**src/rtl/gsc_pkg.sv**
```systemverilog
`default_nettype none

package gsc_pkg;

    // Field widths of the input and result words.
    localparam int DATA_W = 16;
    localparam int SIZE_W = 12;

    // Default depth of the averaging window.
    localparam int WINDOW_DEF = 5;

    // Configuration register indexes.
    localparam int CFG_IDX_W = 3;
    localparam logic [CFG_IDX_W-1:0] CFG_LR_START  = 3'd0;
    localparam logic [CFG_IDX_W-1:0] CFG_LR_END    = 3'd1;
    localparam logic [CFG_IDX_W-1:0] CFG_UD_START  = 3'd2;
    localparam logic [CFG_IDX_W-1:0] CFG_UD_END    = 3'd3;
    localparam logic [CFG_IDX_W-1:0] CFG_SCR_WIDTH = 3'd4;
    localparam logic [CFG_IDX_W-1:0] CFG_SCR_HEIGHT = 3'd5;

    // Register values after reset (Q8.8 for the ranges, pixels for the sizes).
    localparam logic signed [DATA_W-1:0] RST_LR_START = 16'sd11520;
    localparam logic signed [DATA_W-1:0] RST_LR_END   = 16'sd7680;
    localparam logic signed [DATA_W-1:0] RST_UD_START = 16'sd5120;
    localparam logic signed [DATA_W-1:0] RST_UD_END   = 16'sd8960;
    localparam logic [SIZE_W-1:0] RST_SCR_WIDTH  = 12'd1920;
    localparam logic [SIZE_W-1:0] RST_SCR_HEIGHT = 12'd1080;

    typedef struct packed {
        logic signed [DATA_W-1:0] gaze_horizontal;
        logic signed [DATA_W-1:0] gaze_vertical;
    } t_in_word;

    typedef struct packed {
        logic [SIZE_W-1:0] cursor_x;
        logic [SIZE_W-1:0] cursor_y;
    } t_out_word;

    // Control from the merge stage into a lane.
    typedef struct packed {
        logic start;
        logic ack;
    } t_lane_ctl;

    // Status from a lane back to the merge stage.
    typedef struct packed {
        logic              idle;
        logic              done;
        logic [SIZE_W-1:0] cursor;
    } t_lane_stat;

    typedef enum logic [2:0] {
        LS_IDLE,
        LS_MUL1,
        LS_MUL2,
        LS_DIV,
        LS_DONE
    } t_lane_state;

    // Width of the fill counter, which must hold WINDOW itself.
    function automatic int cnt_w(input int w);
        return $clog2(w + 1);
    endfunction

    // Width of the write slot index.
    function automatic int slot_w(input int w);
        return (w > 1) ? $clog2(w) : 1;
    endfunction

    // Width of a window sum.
    function automatic int sum_w(input int w);
        return DATA_W + $clog2(w);
    endfunction

endpackage

`default_nettype wire

```
**src/rtl/gsc_window.sv**
```systemverilog
`default_nettype none

module gsc_window
    import gsc_pkg::*;
#(
    parameter int WINDOW = WINDOW_DEF
) (
    input  wire logic                            i_clk,
    input  wire logic                            i_rst_n,
    input  wire logic                            i_push,
    input  wire logic [slot_w(WINDOW)-1:0]       i_slot,
    input  wire logic                            i_full,
    input  wire logic signed [DATA_W-1:0]        i_sample,
    output logic signed [sum_w(WINDOW)-1:0]      o_sum
);

    localparam int SUM_W = sum_w(WINDOW);

    logic signed [DATA_W-1:0] r_win [WINDOW];
    logic signed [SUM_W-1:0]  r_sum;
    logic signed [SUM_W-1:0]  n_sum;
    logic signed [SUM_W-1:0]  old_ext;

    // The oldest sample leaves the sum only once the window is full.
    assign old_ext = i_full ? SUM_W'(r_win[i_slot]) : '0;
    assign n_sum   = r_sum - old_ext + SUM_W'(i_sample);

    always_ff @(posedge i_clk) begin
        if (i_push) begin
            r_win[i_slot] <= i_sample;
        end
    end

    always_ff @(posedge i_clk) begin
        if (!i_rst_n) begin
            r_sum <= '0;
        end else if (i_push) begin
            r_sum <= n_sum;
        end
    end

    assign o_sum = r_sum;

endmodule

`default_nettype wire

```
**src/rtl/gsc_div.sv**
```systemverilog
`default_nettype none

module gsc_div
    import gsc_pkg::*;
#(
    parameter int NUM_W = 32,
    parameter int DEN_W = 20
) (
    input  wire logic             i_clk,
    input  wire logic             i_rst_n,
    input  wire logic             i_start,
    input  wire logic [NUM_W-1:0] i_num,
    input  wire logic [DEN_W-1:0] i_den,
    output logic                  o_busy,
    output logic [NUM_W-1:0]      o_quot
);

    localparam int CNT_W = $clog2(NUM_W + 1);

    logic [NUM_W-1:0] r_q;
    logic [DEN_W-1:0] r_rem;
    logic [DEN_W-1:0] r_den;
    logic [CNT_W-1:0] r_cnt;
    logic [DEN_W:0]   rem_sh;
    logic [DEN_W:0]   rem_sub;
    logic             fits;

    // Restoring division, one quotient bit per cycle, numerator shifted out MSB first.
    assign rem_sh  = {r_rem, r_q[NUM_W-1]};
    assign fits    = rem_sh >= {1'b0, r_den};
    assign rem_sub = rem_sh - {1'b0, r_den};
    assign o_busy  = (r_cnt != '0);
    assign o_quot  = r_q;

    always_ff @(posedge i_clk) begin
        if (!i_rst_n) begin
            r_cnt <= '0;
        end else if (i_start) begin
            r_cnt <= CNT_W'(NUM_W);
        end else if (o_busy) begin
            r_cnt <= r_cnt - 1'b1;
        end
    end

    always_ff @(posedge i_clk) begin
        if (i_start) begin
            r_q   <= i_num;
            r_rem <= '0;
            r_den <= i_den;
        end else if (o_busy) begin
            r_rem <= fits ? rem_sub[DEN_W-1:0] : rem_sh[DEN_W-1:0];
            r_q   <= {r_q[NUM_W-2:0], fits};
        end
    end

endmodule

`default_nettype wire

```
**src/rtl/gsc_lane.sv**
```systemverilog
`default_nettype none

module gsc_lane
    import gsc_pkg::*;
#(
    parameter int WINDOW = WINDOW_DEF
) (
    input  wire logic                        i_clk,
    input  wire logic                        i_rst_n,
    input  wire t_lane_ctl                   i_ctl,
    output t_lane_stat                       o_stat,
    input  wire logic signed [DATA_W-1:0]    i_sample,
    input  wire logic [slot_w(WINDOW)-1:0]   i_slot,
    input  wire logic                        i_full,
    input  wire logic [cnt_w(WINDOW)-1:0]    i_fill,
    input  wire logic signed [DATA_W-1:0]    i_range_start,
    input  wire logic signed [DATA_W-1:0]    i_range_end,
    input  wire logic [SIZE_W-1:0]           i_size
);

    localparam int CNT_W  = cnt_w(WINDOW);
    localparam int SUM_W  = sum_w(WINDOW);
    localparam int DIFF_W = 18 + CNT_W;
    localparam int DEN_W  = 18 + CNT_W;
    localparam int NUM_W  = DIFF_W - 1 + SIZE_W;

    t_lane_state r_state;
    t_lane_state n_state;

    logic signed [SUM_W-1:0]        sum;
    logic signed [CNT_W:0]          n_s;
    logic signed [CNT_W+DATA_W:0]   n_start;
    logic signed [DATA_W:0]         span;
    logic signed [DEN_W-1:0]        den_full;
    logic signed [DIFF_W-1:0]       diff;
    logic signed [DIFF_W-1:0]       r_diff;
    logic signed [DEN_W-1:0]        r_den;
    logic                           neg;
    logic signed [DIFF_W-1:0]       diff_abs;
    logic signed [DEN_W-1:0]        den_abs;
    logic [NUM_W-1:0]               num;
    logic                           zero;
    logic                           r_zero;
    logic                           div_start;
    logic                           div_busy;
    logic [NUM_W-1:0]               quot;
    logic [SIZE_W-1:0]              cursor;
    logic [SIZE_W-1:0]              r_cursor;

    gsc_window #(
        .WINDOW (WINDOW)
    ) u_window (
        .i_clk    (i_clk),
        .i_rst_n  (i_rst_n),
        .i_push   (i_ctl.start),
        .i_slot   (i_slot),
        .i_full   (i_full),
        .i_sample (i_sample),
        .o_sum    (sum)
    );

    // First step: numerator before scaling, and the denominator.
    assign n_s      = {1'b0, i_fill};
    assign n_start  = (CNT_W+DATA_W+1)'(n_s) * (CNT_W+DATA_W+1)'(i_range_start);
    assign span     = (DATA_W+1)'(i_range_end) - (DATA_W+1)'(i_range_start);
    assign den_full = DEN_W'(n_s) * DEN_W'(span);
    assign diff     = DIFF_W'(sum) - DIFF_W'(n_start);

    // Second step: fold the denominator sign into the numerator, then scale.
    assign neg      = r_den[DEN_W-1];
    assign diff_abs = neg ? -r_diff : r_diff;
    assign den_abs  = neg ? -r_den : r_den;
    assign zero     = (r_den == '0) || diff_abs[DIFF_W-1] || (diff_abs == '0)
                      || (i_size == '0);
    assign num      = NUM_W'(diff_abs[DIFF_W-2:0]) * NUM_W'(i_size);

    gsc_div #(
        .NUM_W (NUM_W),
        .DEN_W (DEN_W - 1)
    ) u_div (
        .i_clk   (i_clk),
        .i_rst_n (i_rst_n),
        .i_start (div_start),
        .i_num   (num),
        .i_den   (den_abs[DEN_W-2:0]),
        .o_busy  (div_busy),
        .o_quot  (quot)
    );

    // Clamp the quotient to the display size.
    always_comb begin
        if (r_zero) begin
            cursor = '0;
        end else if (quot > NUM_W'(i_size)) begin
            cursor = i_size;
        end else begin
            cursor = quot[SIZE_W-1:0];
        end
    end

    always_ff @(posedge i_clk) begin
        if (!i_rst_n) begin
            r_state <= LS_IDLE;
        end else begin
            r_state <= n_state;
        end
    end

    always_comb begin
        n_state   = r_state;
        div_start = 1'b0;
        o_stat    = '{idle: 1'b0, done: 1'b0, cursor: r_cursor};
        unique case (r_state)
            LS_IDLE: begin
                o_stat.idle = 1'b1;
                if (i_ctl.start) begin
                    n_state = LS_MUL1;
                end
            end
            LS_MUL1: begin
                n_state = LS_MUL2;
            end
            LS_MUL2: begin
                div_start = 1'b1;
                n_state   = LS_DIV;
            end
            LS_DIV: begin
                if (!div_busy) begin
                    n_state = LS_DONE;
                end
            end
            LS_DONE: begin
                o_stat.done = 1'b1;
                if (i_ctl.ack) begin
                    n_state = LS_IDLE;
                end
            end
            default: begin
                n_state = LS_IDLE;
            end
        endcase
    end

    always_ff @(posedge i_clk) begin
        if (r_state == LS_MUL1) begin
            r_diff <= diff;
            r_den  <= den_full;
        end
        if (r_state == LS_MUL2) begin
            r_zero <= zero;
        end
        if ((r_state == LS_DIV) && !div_busy) begin
            r_cursor <= cursor;
        end
    end

endmodule

`default_nettype wire

```
**src/rtl/gaze_smoother_to_cursor_unit.sv**
```systemverilog
`default_nettype none

// Gaze smoother to cursor position.
// Input channel (i_in_valid / o_in_ready / i_in_word): one word carries a
// horizontal and a vertical gaze sample in signed Q8.8. The block keeps the
// last WINDOW samples of each axis, averages over the samples held so far,
// maps the average linearly from the configured gaze range onto 0..screen
// size, truncates toward zero and clamps to 0..size. An empty range gives 0.
// Output channel (o_out_valid / i_out_ready / o_out_word): one cursor word
// per input word, in order. Configuration channel (i_cfg_valid / o_cfg_ready
// / i_cfg_index / i_cfg_data) is always ready; indexes beyond the register
// list are ignored. Write it only while no word is in flight.
// Two identical lanes, one per axis, work side by side; each ends in a
// restoring divider that yields one quotient bit per cycle. That divider sets
// the rate: no new input word is taken while one is in the lanes, and the
// next one can be taken in the same cycle that the last one's result word
// becomes valid, while the receiver keeps up. The output register holds a
// finished word while the receiver stalls; the lanes then wait with their
// next result and take no new input until it moves on.
// Reset clears the sums, the fill count and the write slot, and loads the registers
// with their default ranges and a 1920 by 1080 screen.

module gaze_smoother_to_cursor_unit
    import gsc_pkg::*;
#(
    parameter int WINDOW = WINDOW_DEF
) (
    input  wire logic                  i_clk,
    input  wire logic                  i_rst_n,
    input  wire logic                  i_in_valid,
    output logic                       o_in_ready,
    input  wire t_in_word              i_in_word,
    output logic                       o_out_valid,
    input  wire logic                  i_out_ready,
    output t_out_word                  o_out_word,
    input  wire logic                  i_cfg_valid,
    output logic                       o_cfg_ready,
    input  wire logic [CFG_IDX_W-1:0]  i_cfg_index,
    input  wire logic [DATA_W-1:0]     i_cfg_data
);

    localparam int CNT_W  = cnt_w(WINDOW);
    localparam int SLOT_W = slot_w(WINDOW);

    // Configuration registers.
    logic signed [DATA_W-1:0] r_lr_start;
    logic signed [DATA_W-1:0] r_lr_end;
    logic signed [DATA_W-1:0] r_ud_start;
    logic signed [DATA_W-1:0] r_ud_end;
    logic [SIZE_W-1:0]        r_scr_width;
    logic [SIZE_W-1:0]        r_scr_height;

    // Window bookkeeping shared by both lanes.
    logic [CNT_W-1:0]  r_fill;
    logic [SLOT_W-1:0] r_slot;
    logic              full;

    logic       r_out_valid;
    t_out_word  r_out_word;

    t_lane_ctl  lane_ctl;
    t_lane_stat stat_x;
    t_lane_stat stat_y;
    logic       in_take;
    logic       merge;

    assign o_cfg_ready = 1'b1;

    always_ff @(posedge i_clk) begin
        if (!i_rst_n) begin
            r_lr_start   <= RST_LR_START;
            r_lr_end     <= RST_LR_END;
            r_ud_start   <= RST_UD_START;
            r_ud_end     <= RST_UD_END;
            r_scr_width  <= RST_SCR_WIDTH;
            r_scr_height <= RST_SCR_HEIGHT;
        end else if (i_cfg_valid) begin
            unique case (i_cfg_index)
                CFG_LR_START:   r_lr_start   <= i_cfg_data;
                CFG_LR_END:     r_lr_end     <= i_cfg_data;
                CFG_UD_START:   r_ud_start   <= i_cfg_data;
                CFG_UD_END:     r_ud_end     <= i_cfg_data;
                CFG_SCR_WIDTH:  r_scr_width  <= i_cfg_data[SIZE_W-1:0];
                CFG_SCR_HEIGHT: r_scr_height <= i_cfg_data[SIZE_W-1:0];
                default: begin
                end
            endcase
        end
    end

    // A new word enters only when both lanes are idle. The lanes run in
    // lockstep, so they report done in the same cycle; the merge stage moves
    // both cursors into the output register when it is free or draining.
    assign o_in_ready = stat_x.idle && stat_y.idle;
    assign in_take    = i_in_valid && o_in_ready;
    assign merge      = stat_x.done && stat_y.done && (!r_out_valid || i_out_ready);
    assign lane_ctl   = '{start: in_take, ack: merge};
    assign full       = (r_fill == CNT_W'(WINDOW));

    always_ff @(posedge i_clk) begin
        if (!i_rst_n) begin
            r_fill <= '0;
            r_slot <= '0;
        end else if (in_take) begin
            if (!full) begin
                r_fill <= r_fill + 1'b1;
            end
            r_slot <= (r_slot == SLOT_W'(WINDOW - 1)) ? '0 : r_slot + 1'b1;
        end
    end

    gsc_lane #(
        .WINDOW (WINDOW)
    ) u_lane_x (
        .i_clk         (i_clk),
        .i_rst_n       (i_rst_n),
        .i_ctl         (lane_ctl),
        .o_stat        (stat_x),
        .i_sample      (i_in_word.gaze_horizontal),
        .i_slot        (r_slot),
        .i_full        (full),
        .i_fill        (r_fill),
        .i_range_start (r_lr_start),
        .i_range_end   (r_lr_end),
        .i_size        (r_scr_width)
    );

    gsc_lane #(
        .WINDOW (WINDOW)
    ) u_lane_y (
        .i_clk         (i_clk),
        .i_rst_n       (i_rst_n),
        .i_ctl         (lane_ctl),
        .o_stat        (stat_y),
        .i_sample      (i_in_word.gaze_vertical),
        .i_slot        (r_slot),
        .i_full        (full),
        .i_fill        (r_fill),
        .i_range_start (r_ud_start),
        .i_range_end   (r_ud_end),
        .i_size        (r_scr_height)
    );

    always_ff @(posedge i_clk) begin
        if (!i_rst_n) begin
            r_out_valid <= 1'b0;
        end else if (merge) begin
            r_out_valid <= 1'b1;
        end else if (i_out_ready) begin
            r_out_valid <= 1'b0;
        end
    end

    always_ff @(posedge i_clk) begin
        if (merge) begin
            r_out_word <= '{cursor_x: stat_x.cursor, cursor_y: stat_y.cursor};
        end
    end

    assign o_out_valid = r_out_valid;
    assign o_out_word  = r_out_word;

endmodule

`default_nettype wire

```
**config.mk**
```make
export PLATFORM = sky130hd
export DESIGN_NAME = gaze_smoother_to_cursor_unit
export DESIGN_NICKNAME = d
export VERILOG_FILES = /design/src/rtl/gsc_pkg.sv /design/src/rtl/gsc_window.sv /design/src/rtl/gsc_div.sv /design/src/rtl/gsc_lane.sv /design/src/rtl/gaze_smoother_to_cursor_unit.sv
export SDC_FILE = /design/constraint.sdc
export NUM_CORES = 2
export LEC_CHECK = 0
export BUFFER_PORTS_ARGS = -buffer_cell sky130_fd_sc_hd__buf_2
export CELL_PAD_IN_SITES_DETAIL_PLACEMENT = 0
export CELL_PAD_IN_SITES_GLOBAL_PLACEMENT = 1
export CORE_MARGIN = 3
export CORE_UTILIZATION = 47
export DETAILED_ROUTE_END_ITERATION = 8
export PLACE_DENSITY = 0.9
export REMOVE_ABC_BUFFERS = 1
export SLEW_MARGIN = 5
export SYNTH_ARGS = -nofsm -noshare
export SYNTH_HDL_FRONTEND = slang
export SYNTH_HIERARCHICAL = 1
export SYNTH_SLANG_ARGS = --single-unit
```
**constraint.sdc**
```tcl
create_clock -name i_clk -period 7.4 [get_ports i_clk]
set_input_delay 0.37 -clock i_clk [delete_from_list [all_inputs] [get_ports i_clk]]
set_output_delay 0.37 -clock i_clk [all_outputs]
set_load 0.05 [all_outputs]
```
After elaboration in Yosys (flattened, before gate mapping)
Memory sizes are Yosys's and may differ from the RTL's. A register that Yosys moved wholly into a read port is not among the register bits.
Index checks and enable logic that the tools add are counted.
{"block": "classes", "bitwise": 2, "n_mul": 6, "n_addsub": 18, "muxes": 39, "eq_ne": 21, "n_reduce_logical": 41, "order_cmp": 4}
{"cell": "32-bit two-way mux", "count": 4}
{"cell": "21-bit zero test", "count": 4}
{"cell": "20-bit two-way mux", "count": 4}
{"cell": "32-bit by 12-bit > comparator with 1-bit output", "count": 2}
{"cell": "20-bit by 12-bit multiplier with 32-bit output", "count": 2}
{"cell": "21-bit by 20-bit >= comparator with 1-bit output", "count": 2}
{"cell": "4-bit by 17-bit multiplier with 21-bit output", "count": 2}
{"cell": "21-bit two-way mux", "count": 2}
{"cell": "21-bit negation", "count": 2}
{"cell": "19-bit by 20-bit subtractor with 21-bit output", "count": 2}
{"cell": "4-bit by 16-bit multiplier with 20-bit output", "count": 2}
{"cell": "20-bit negation", "count": 2}
{"cell": "20-bit subtractor", "count": 2}
{"cell": "19-bit by 16-bit adder with 19-bit output", "count": 2}
{"cell": "19-bit two-way mux", "count": 2}
{"cell": "19-bit subtractor", "count": 2}
{"cell": "16-bit by 16-bit subtractor with 17-bit output", "count": 2}
{"cell": "3-bit case mux with 5 select lines", "count": 2}
{"cell": "3-bit two-way mux", "count": 9}
{"cell": "12-bit zero test", "count": 2}
{"cell": "12-bit two-way mux", "count": 2}
{"cell": "6-bit two-way mux", "count": 4}
{"cell": "3-bit by 2-bit == test with 1-bit output (second input constant)", "count": 6}
{"cell": "3-bit == test (second input constant)", "count": 6}
{"cell": "15 further kinds", "count": 60}
{"block": "word_totals", "n_memories": 2, "inputBits": 56, "regBits": 429, "out_inout_bits": 27, "wordCells": 166, "mem_bits_rw": 160}
{"memory": "u_lane_x.u_window.r_win", "depth": 5, "width": 16, "rd": 1, "rd_clocked_by_memory_dff": 1, "write_ports": 1, "line": "gsc_window.sv:19", "text": "logic signed [DATA_W-1:0] r_win [WINDOW];"}
{"memory": "u_lane_y.u_window.r_win", "depth": 5, "width": 16, "rd": 1, "rd_clocked_by_memory_dff": 1, "write_ports": 1, "line": "gsc_window.sv:19"}

Logic depth before layout (Yosys ltp)
{"block": "depth", "word_depth": 6, "mapped_depth": 29, "ltp_nobuf": 26}

Hierarchy
The synthesis kept the hierarchy.
{"mod": "gsc_lane at u_lane_x", "seq_area_each_um2": 1711.6, "cells_per_inst": 1947, "n_inst": 1, "area_per_inst_um2": 16350.7}
{"mod": "gsc_lane at u_lane_y", "seq_area_each_um2": 1711.6, "cells_per_inst": 1916, "n_inst": 1, "area_per_inst_um2": 16062.9}
{"mod": "gsc_div", "seq_area_each_um2": 2082.0, "cells_per_inst": 397, "n_inst": 2, "area_per_inst_um2": 4359.2}
{"mod": "gsc_window at u_lane_x.u_window", "seq_area_each_um2": 2782.7, "cells_per_inst": 454, "n_inst": 1, "area_per_inst_um2": 5375.2}
{"mod": "gsc_window at u_lane_y.u_window", "seq_area_each_um2": 2782.7, "cells_per_inst": 450, "n_inst": 1, "area_per_inst_um2": 5340.1}
{"mod": "gaze_smoother_to_cursor_unit", "seq_area_each_um2": 2622.5, "cells_per_inst": 445, "n_inst": 1, "area_per_inst_um2": 4302.9}

Least setup slack after synthesis
Ideal clock, no wire load.
{"block": "synth_path", "kind": "register to register", "startpoint": "register u_lane_y.r_diff[7]", "endpoint": "register u_lane_y.u_div.r_q[27] (netlist: u_lane_y/u_div/o_quot[27]) (data pin)", "stages_incl_launch_ff": 26, "n_path_buf": 1, "required_time_ns": 7.140, "period_less_slack_ns": 7.035, "slack_ns": 0.365, "setup_time_ns": 0.260, "arrival_time_ns": 6.776, "cell_sequence": "edfxtp_1 or3_4 or4_4 nor4_2 nor2_1 xor2_1 clkbuf_1 nand2_1 fa_1 fa_1 inv_1 fa_1 fa_1 inv_1 fa_1 inv_1 ha_1 a21oi_1 o21ai_0 a21o_1 a21oi_1 o21ai_0 or2_2 a21oi_1 xnor2_1 mux2_2"}
{"block": "synth_via", "elab_chain_cells": 4}
{"item": "start: declaration", "line": "gsc_lane.sv:36", "text": "logic signed [DIFF_W-1:0] r_diff;"}
{"item": "start signal: assignment", "line": "gsc_lane.sv:146", "text": "r_diff <= diff;"}
{"item": "21-bit negation", "line": "gsc_lane.sv:71", "text": "assign diff_abs = neg ? -r_diff : r_diff;"}
{"item": "21-bit two-way mux (*)", "line": "gsc_lane.sv:71"}
{"item": "20-bit by 12-bit multiplier with 32-bit output (*)", "line": "gsc_lane.sv:75", "text": "assign num = NUM_W'(diff_abs[DIFF_W-2:0]) * NUM_W'(i_size);"}
{"item": "via u_lane_y.num[27]", "line": "gsc_lane.sv:41", "text": "logic [NUM_W-1:0] num;"}
{"item": "32-bit two-way mux (*)", "line": "gsc_div.sv:46", "text": "if (i_start) begin"}
{"item": "end signal: assignment", "line": "gsc_div.sv:47", "text": "r_q <= i_num;"}
{"item": "end signal: assignment", "line": "gsc_div.sv:52", "text": "r_q <= {r_q[NUM_W-2:0], fits};"}
{"item": "end: declaration", "line": "gsc_div.sv:20", "text": "logic [NUM_W-1:0] r_q;"}
The timed path passes the listed nets; every way through them passes the cells marked *.
A chain may end at the register's enable or synchronous reset.

Worst setup path after layout
{"block": "layout_path", "startpoint": "register u_lane_y.r_diff[9]", "endpoint": "register u_lane_y.u_div.r_q[26] (netlist: u_lane_y/u_div/o_quot[26]) (data pin)"}
The elaborated chain is that of the path after synthesis.

==> impl_metrics.yaml <==
global_route:
  grt_max_degree: 107
  grt.total_usage: 0.2124
  antenna_found_initial: 21
  grt_pass1_wl_mm: 213.9
  grt_pass1_vias: 41462
  overflow: 0
place:
  io_buffers: 81
  dp_hpwl_mm: 100.4
  post_dp_cell_area_um2: 58420
  dp.cells: 7493
  routabilityCongestion: 0.8916
floorplanning:
  core_um2: 118200
  die-area_um2: 123700
  die_h_um: 351.6
  die_x_um: 351.6
  start_util: 0.4749
  ios: 83
  core.rowCount: 126
routing:
  wl_per_cell_um: 16.84
  routed_via_density: 5.382
  drc: 0
  dr.first_iter.drc_count: 2828
  drtPass1Iterations: 5
  routed_wl_mm: 129.0
  drtAntennaViolNets: 0
  vias: 41234
logic_synthesis:
  synth.distinct_cells: 121
  synth_edf_count: 398
  synth_commonest_cells: "979 x inv_1, 743 x nand2_1, 500 x fa_1"
  avgSynthCellArea_um2: 9.349
  synth_top_family_by_area: "adder cells"
  synth-xor-area-share: 0.04383
  synth_seq_cells: 589
  synth_compound_area_frac: 0.1176
  synth_area_leaders: "edfxtp_1 21%, fa_1 18%, ha_1 9.9%, dfxtp_1 6.8%, inv_1 6.5%"
  yosys_warnings: 6
  syn-cell-area_um2: 56150
  synth_top_flop_cell: "edfxtp_1"
  ys_seq_area_frac: 0.2809
  synth_simple_gate_area_frac: 0.1585
  synth_mux_area_frac: 0.03728
  synth_most_common_cell: "inv_1"
  async_flop_share: 0
  synthAdderAreaFrac: 0.2776
  yosysTopAreaCell: "edfxtp_1"
  yosys.area.top_type_share: 0.2128
  netlist_instances: 6006
cells_and_area:
  design_area_um2: 61280
  n_fill_cell: 10672
  drive_above_1_share: 0.08490
  final_cells: 7662
  syn2layout_area_growth_pct: 9.132
  fin_util: 0.5183
  fin_nets: 7064
critical_path:
  path_class: "register to register"
  crit_arrival_ns: 7.54
  rrSetupSlack_ns: 0.22
  crit_chain: "or3_4 -> or4_4 -> or4_4 -> o41ai_4 -> xnor2_2 -> nand2_2 -> fa_1 -> inv_1 -> fa_1 -> fa_1 -> fa_1 -> inv_1 -> fa_1 -> inv_1 -> ha_1 -> a21o_1 -> a21o_1 -> or3b_2 -> o21ai_0 -> xnor2_1 -> mux2_2"
  worstRegToRegCells: 21
  critPathRequiredTime_ns: 7.77
  regToRegStartpoint: "u_lane_y/r_diff[9]"
  cp-start-kind: "register"
  cp-end-kind: "register"
  crit_slowest_cell: "or4_4"
  path_delay_family: "adder cells"
  crit_fanout: 6
  worst_path_most_repeated_cell: "fa_1"
  rr_endpoint: "u_lane_y/u_div/o_quot[26]"
  crit_path_max_incr_delay_ns: 0.56
  critPathBufInv: 3
min_path:
  min_from: "i_in_word[17]"
  min_path_cells: 1
  hold_class: "primary input to register"
  whs_endpoint: "u_lane_x/u_window/r_win[0][1]"
sta:
  finalClockSkew_ns: 0.03446
  final-max-slew-violation-count: 0
  tightest_slew_ns: 1.192
  max_freq_mhz: 139.4
  finalSetupViolations: 0
  final-hold-violation-count: 0
  slew_headroom: 0.1948
  fin_crit_sh: 0.9697
  rsz0062_at_grt: "yes"
  fin_setup_tns_ns: 0
  fin_crit_ns: 7.176
clock_tree:
  clock_latency_ns: 0.63
  ctsHtreeMaxLevel: 3
  clock_path_buffers: 3
  tritoncts: "built"
  numCtsBuffers: 70
  clock-sinks: 589
  cts_root_buf: "clkbuf_16"
  clk_pin_slew_worst_paths_ns: 0.06
run_status:
  outcome: "completed"
job:
  cap_viol_max_count: 0
==> sequential cells by signal (all words and copies together), names as in the netlist, 21 cells and up <==
signal	flops
u_lane_x/u_window/r_win	80
u_lane_y/u_window/r_win	80
u_lane_x/u_div/o_quot	32
u_lane_y/u_div/o_quot	32
o_out_word	24
u_lane_x/r_den	21
u_lane_x/r_diff	21
u_lane_y/r_den	21
u_lane_y/r_diff	21
==> repair_timing <==
action | 4_1_cts | 5_1_grt
setup buffers | 0 | 7
setup endpoints to repair | 0 | 26
resized for setup | 0 | 46
hold buffers | 26 | 0
hold endpoints to repair | 113 | 0
==> worst max path at each step <==
stage / start / to / depth (start not counted)
final: u_lane_y/r_diff[9] / u_lane_y/u_div/o_quot[26] / 21
after detailed placement: u_lane_x/r_diff[9] / u_lane_x/u_div/o_quot[30] / 22
after global routing: u_lane_x/r_diff[1] / u_lane_x/u_div/o_quot[29] / 22
after global placement: u_lane_x/r_diff[12] / u_lane_x/u_div/o_quot[26] / 23
after CTS: u_lane_x/r_diff[9] / u_lane_x/u_div/o_quot[30] / 22
after floorplan: u_lane_y/r_den[20] / u_lane_y/u_div/o_quot[27] / 21
==> placed cells by master (no fill, tap or decap), types with 31 or more instances in the layout <==
master	Yosys	layout
dfxtp_1	191	185
nand3_1	94	94
nand2b_1	86	86
inv_1	979	979
nor3_1	68	67
o21a_1	44	44
a21boi_1	43	43
a21oi_1	241	240
nor2_1	264	262
nand4_1	35	35
a211oi_1	35	34
mux2i_1	109	109
mux2_2	71	71
edfxtp_1	398	398
and2_1	234	234
o31ai_1	32	31
o21ai_1	50	55
xor2_1	66	64
ha_1	446	444
buf_2	22	80
buf_4	6	120
a21o_1	94	94
nor4_1	33	32
nand2_1	743	742
nor2b_1	75	74
o21ai_0	147	141
xnor2_1	215	198
fa_1	500	500
clkbuf_16	0	72
==> layout make-up <==
| type | instances | area (um^2) | share of cell area |
|---|---|---|---|
| multi-input cells | 4190 | 36030 | 0.5880 |
| flip-flops and latches | 589 | 15780 | 0.2576 |
| inverters | 985 | 3697 | 0.06034 |
| well taps | 1536 | 1922 | 0.03136 |
| clock buffers | 80 | 1852 | 0.03022 |
| repair buffers | 226 | 1562 | 0.02548 |
| clock inverters | 43 | 396.6 | 0.006473 |
| diodes | 13 | 32.53 | 0.0005309 |
==> routing by layer <==
metal	GRT usage	part of all wire
met1	0.2984	0.47
met2	0.3342	0.44
met3	0.04417	0.070
met4	0.05658	0.023
met5	0	0.00054
==> cell families (layout without fill, tap and decap cells) <==
| kind of cell | after synthesis | after routing |
|---|---|---|
| adder cells (fa/ha/maj) | 946 | 946 |
| other | 1 | 14 |
| flip-flops | 589 | 589 |
| AO/OA/AOI/OAI | 975 | 975 |
| XOR/XNOR | 281 | 281 |
| buffers and inverters | 1227 | 1334 |
| multiplexers | 189 | 189 |
| AND/OR/NAND/NOR | 1798 | 1798 |
==> metrics by stage <==
| step | setup WS (ns) | hold WS, ns |
|---|---|---|
| floorplan | 0.1930 | 0.4003 |
| global placement | 0.1450 | 0.4042 |
| detailed placement | 0.06002 | 0.4045 |
| CTS | 0.05496 | 0.002002 |
| global route | -0.04999 | 0.01901 |
| finish | 0.2241 | 0.04129 |
Power is not shown: default switching activity piles up to over one toggle a cycle in this logic, so the estimate is an artifact.
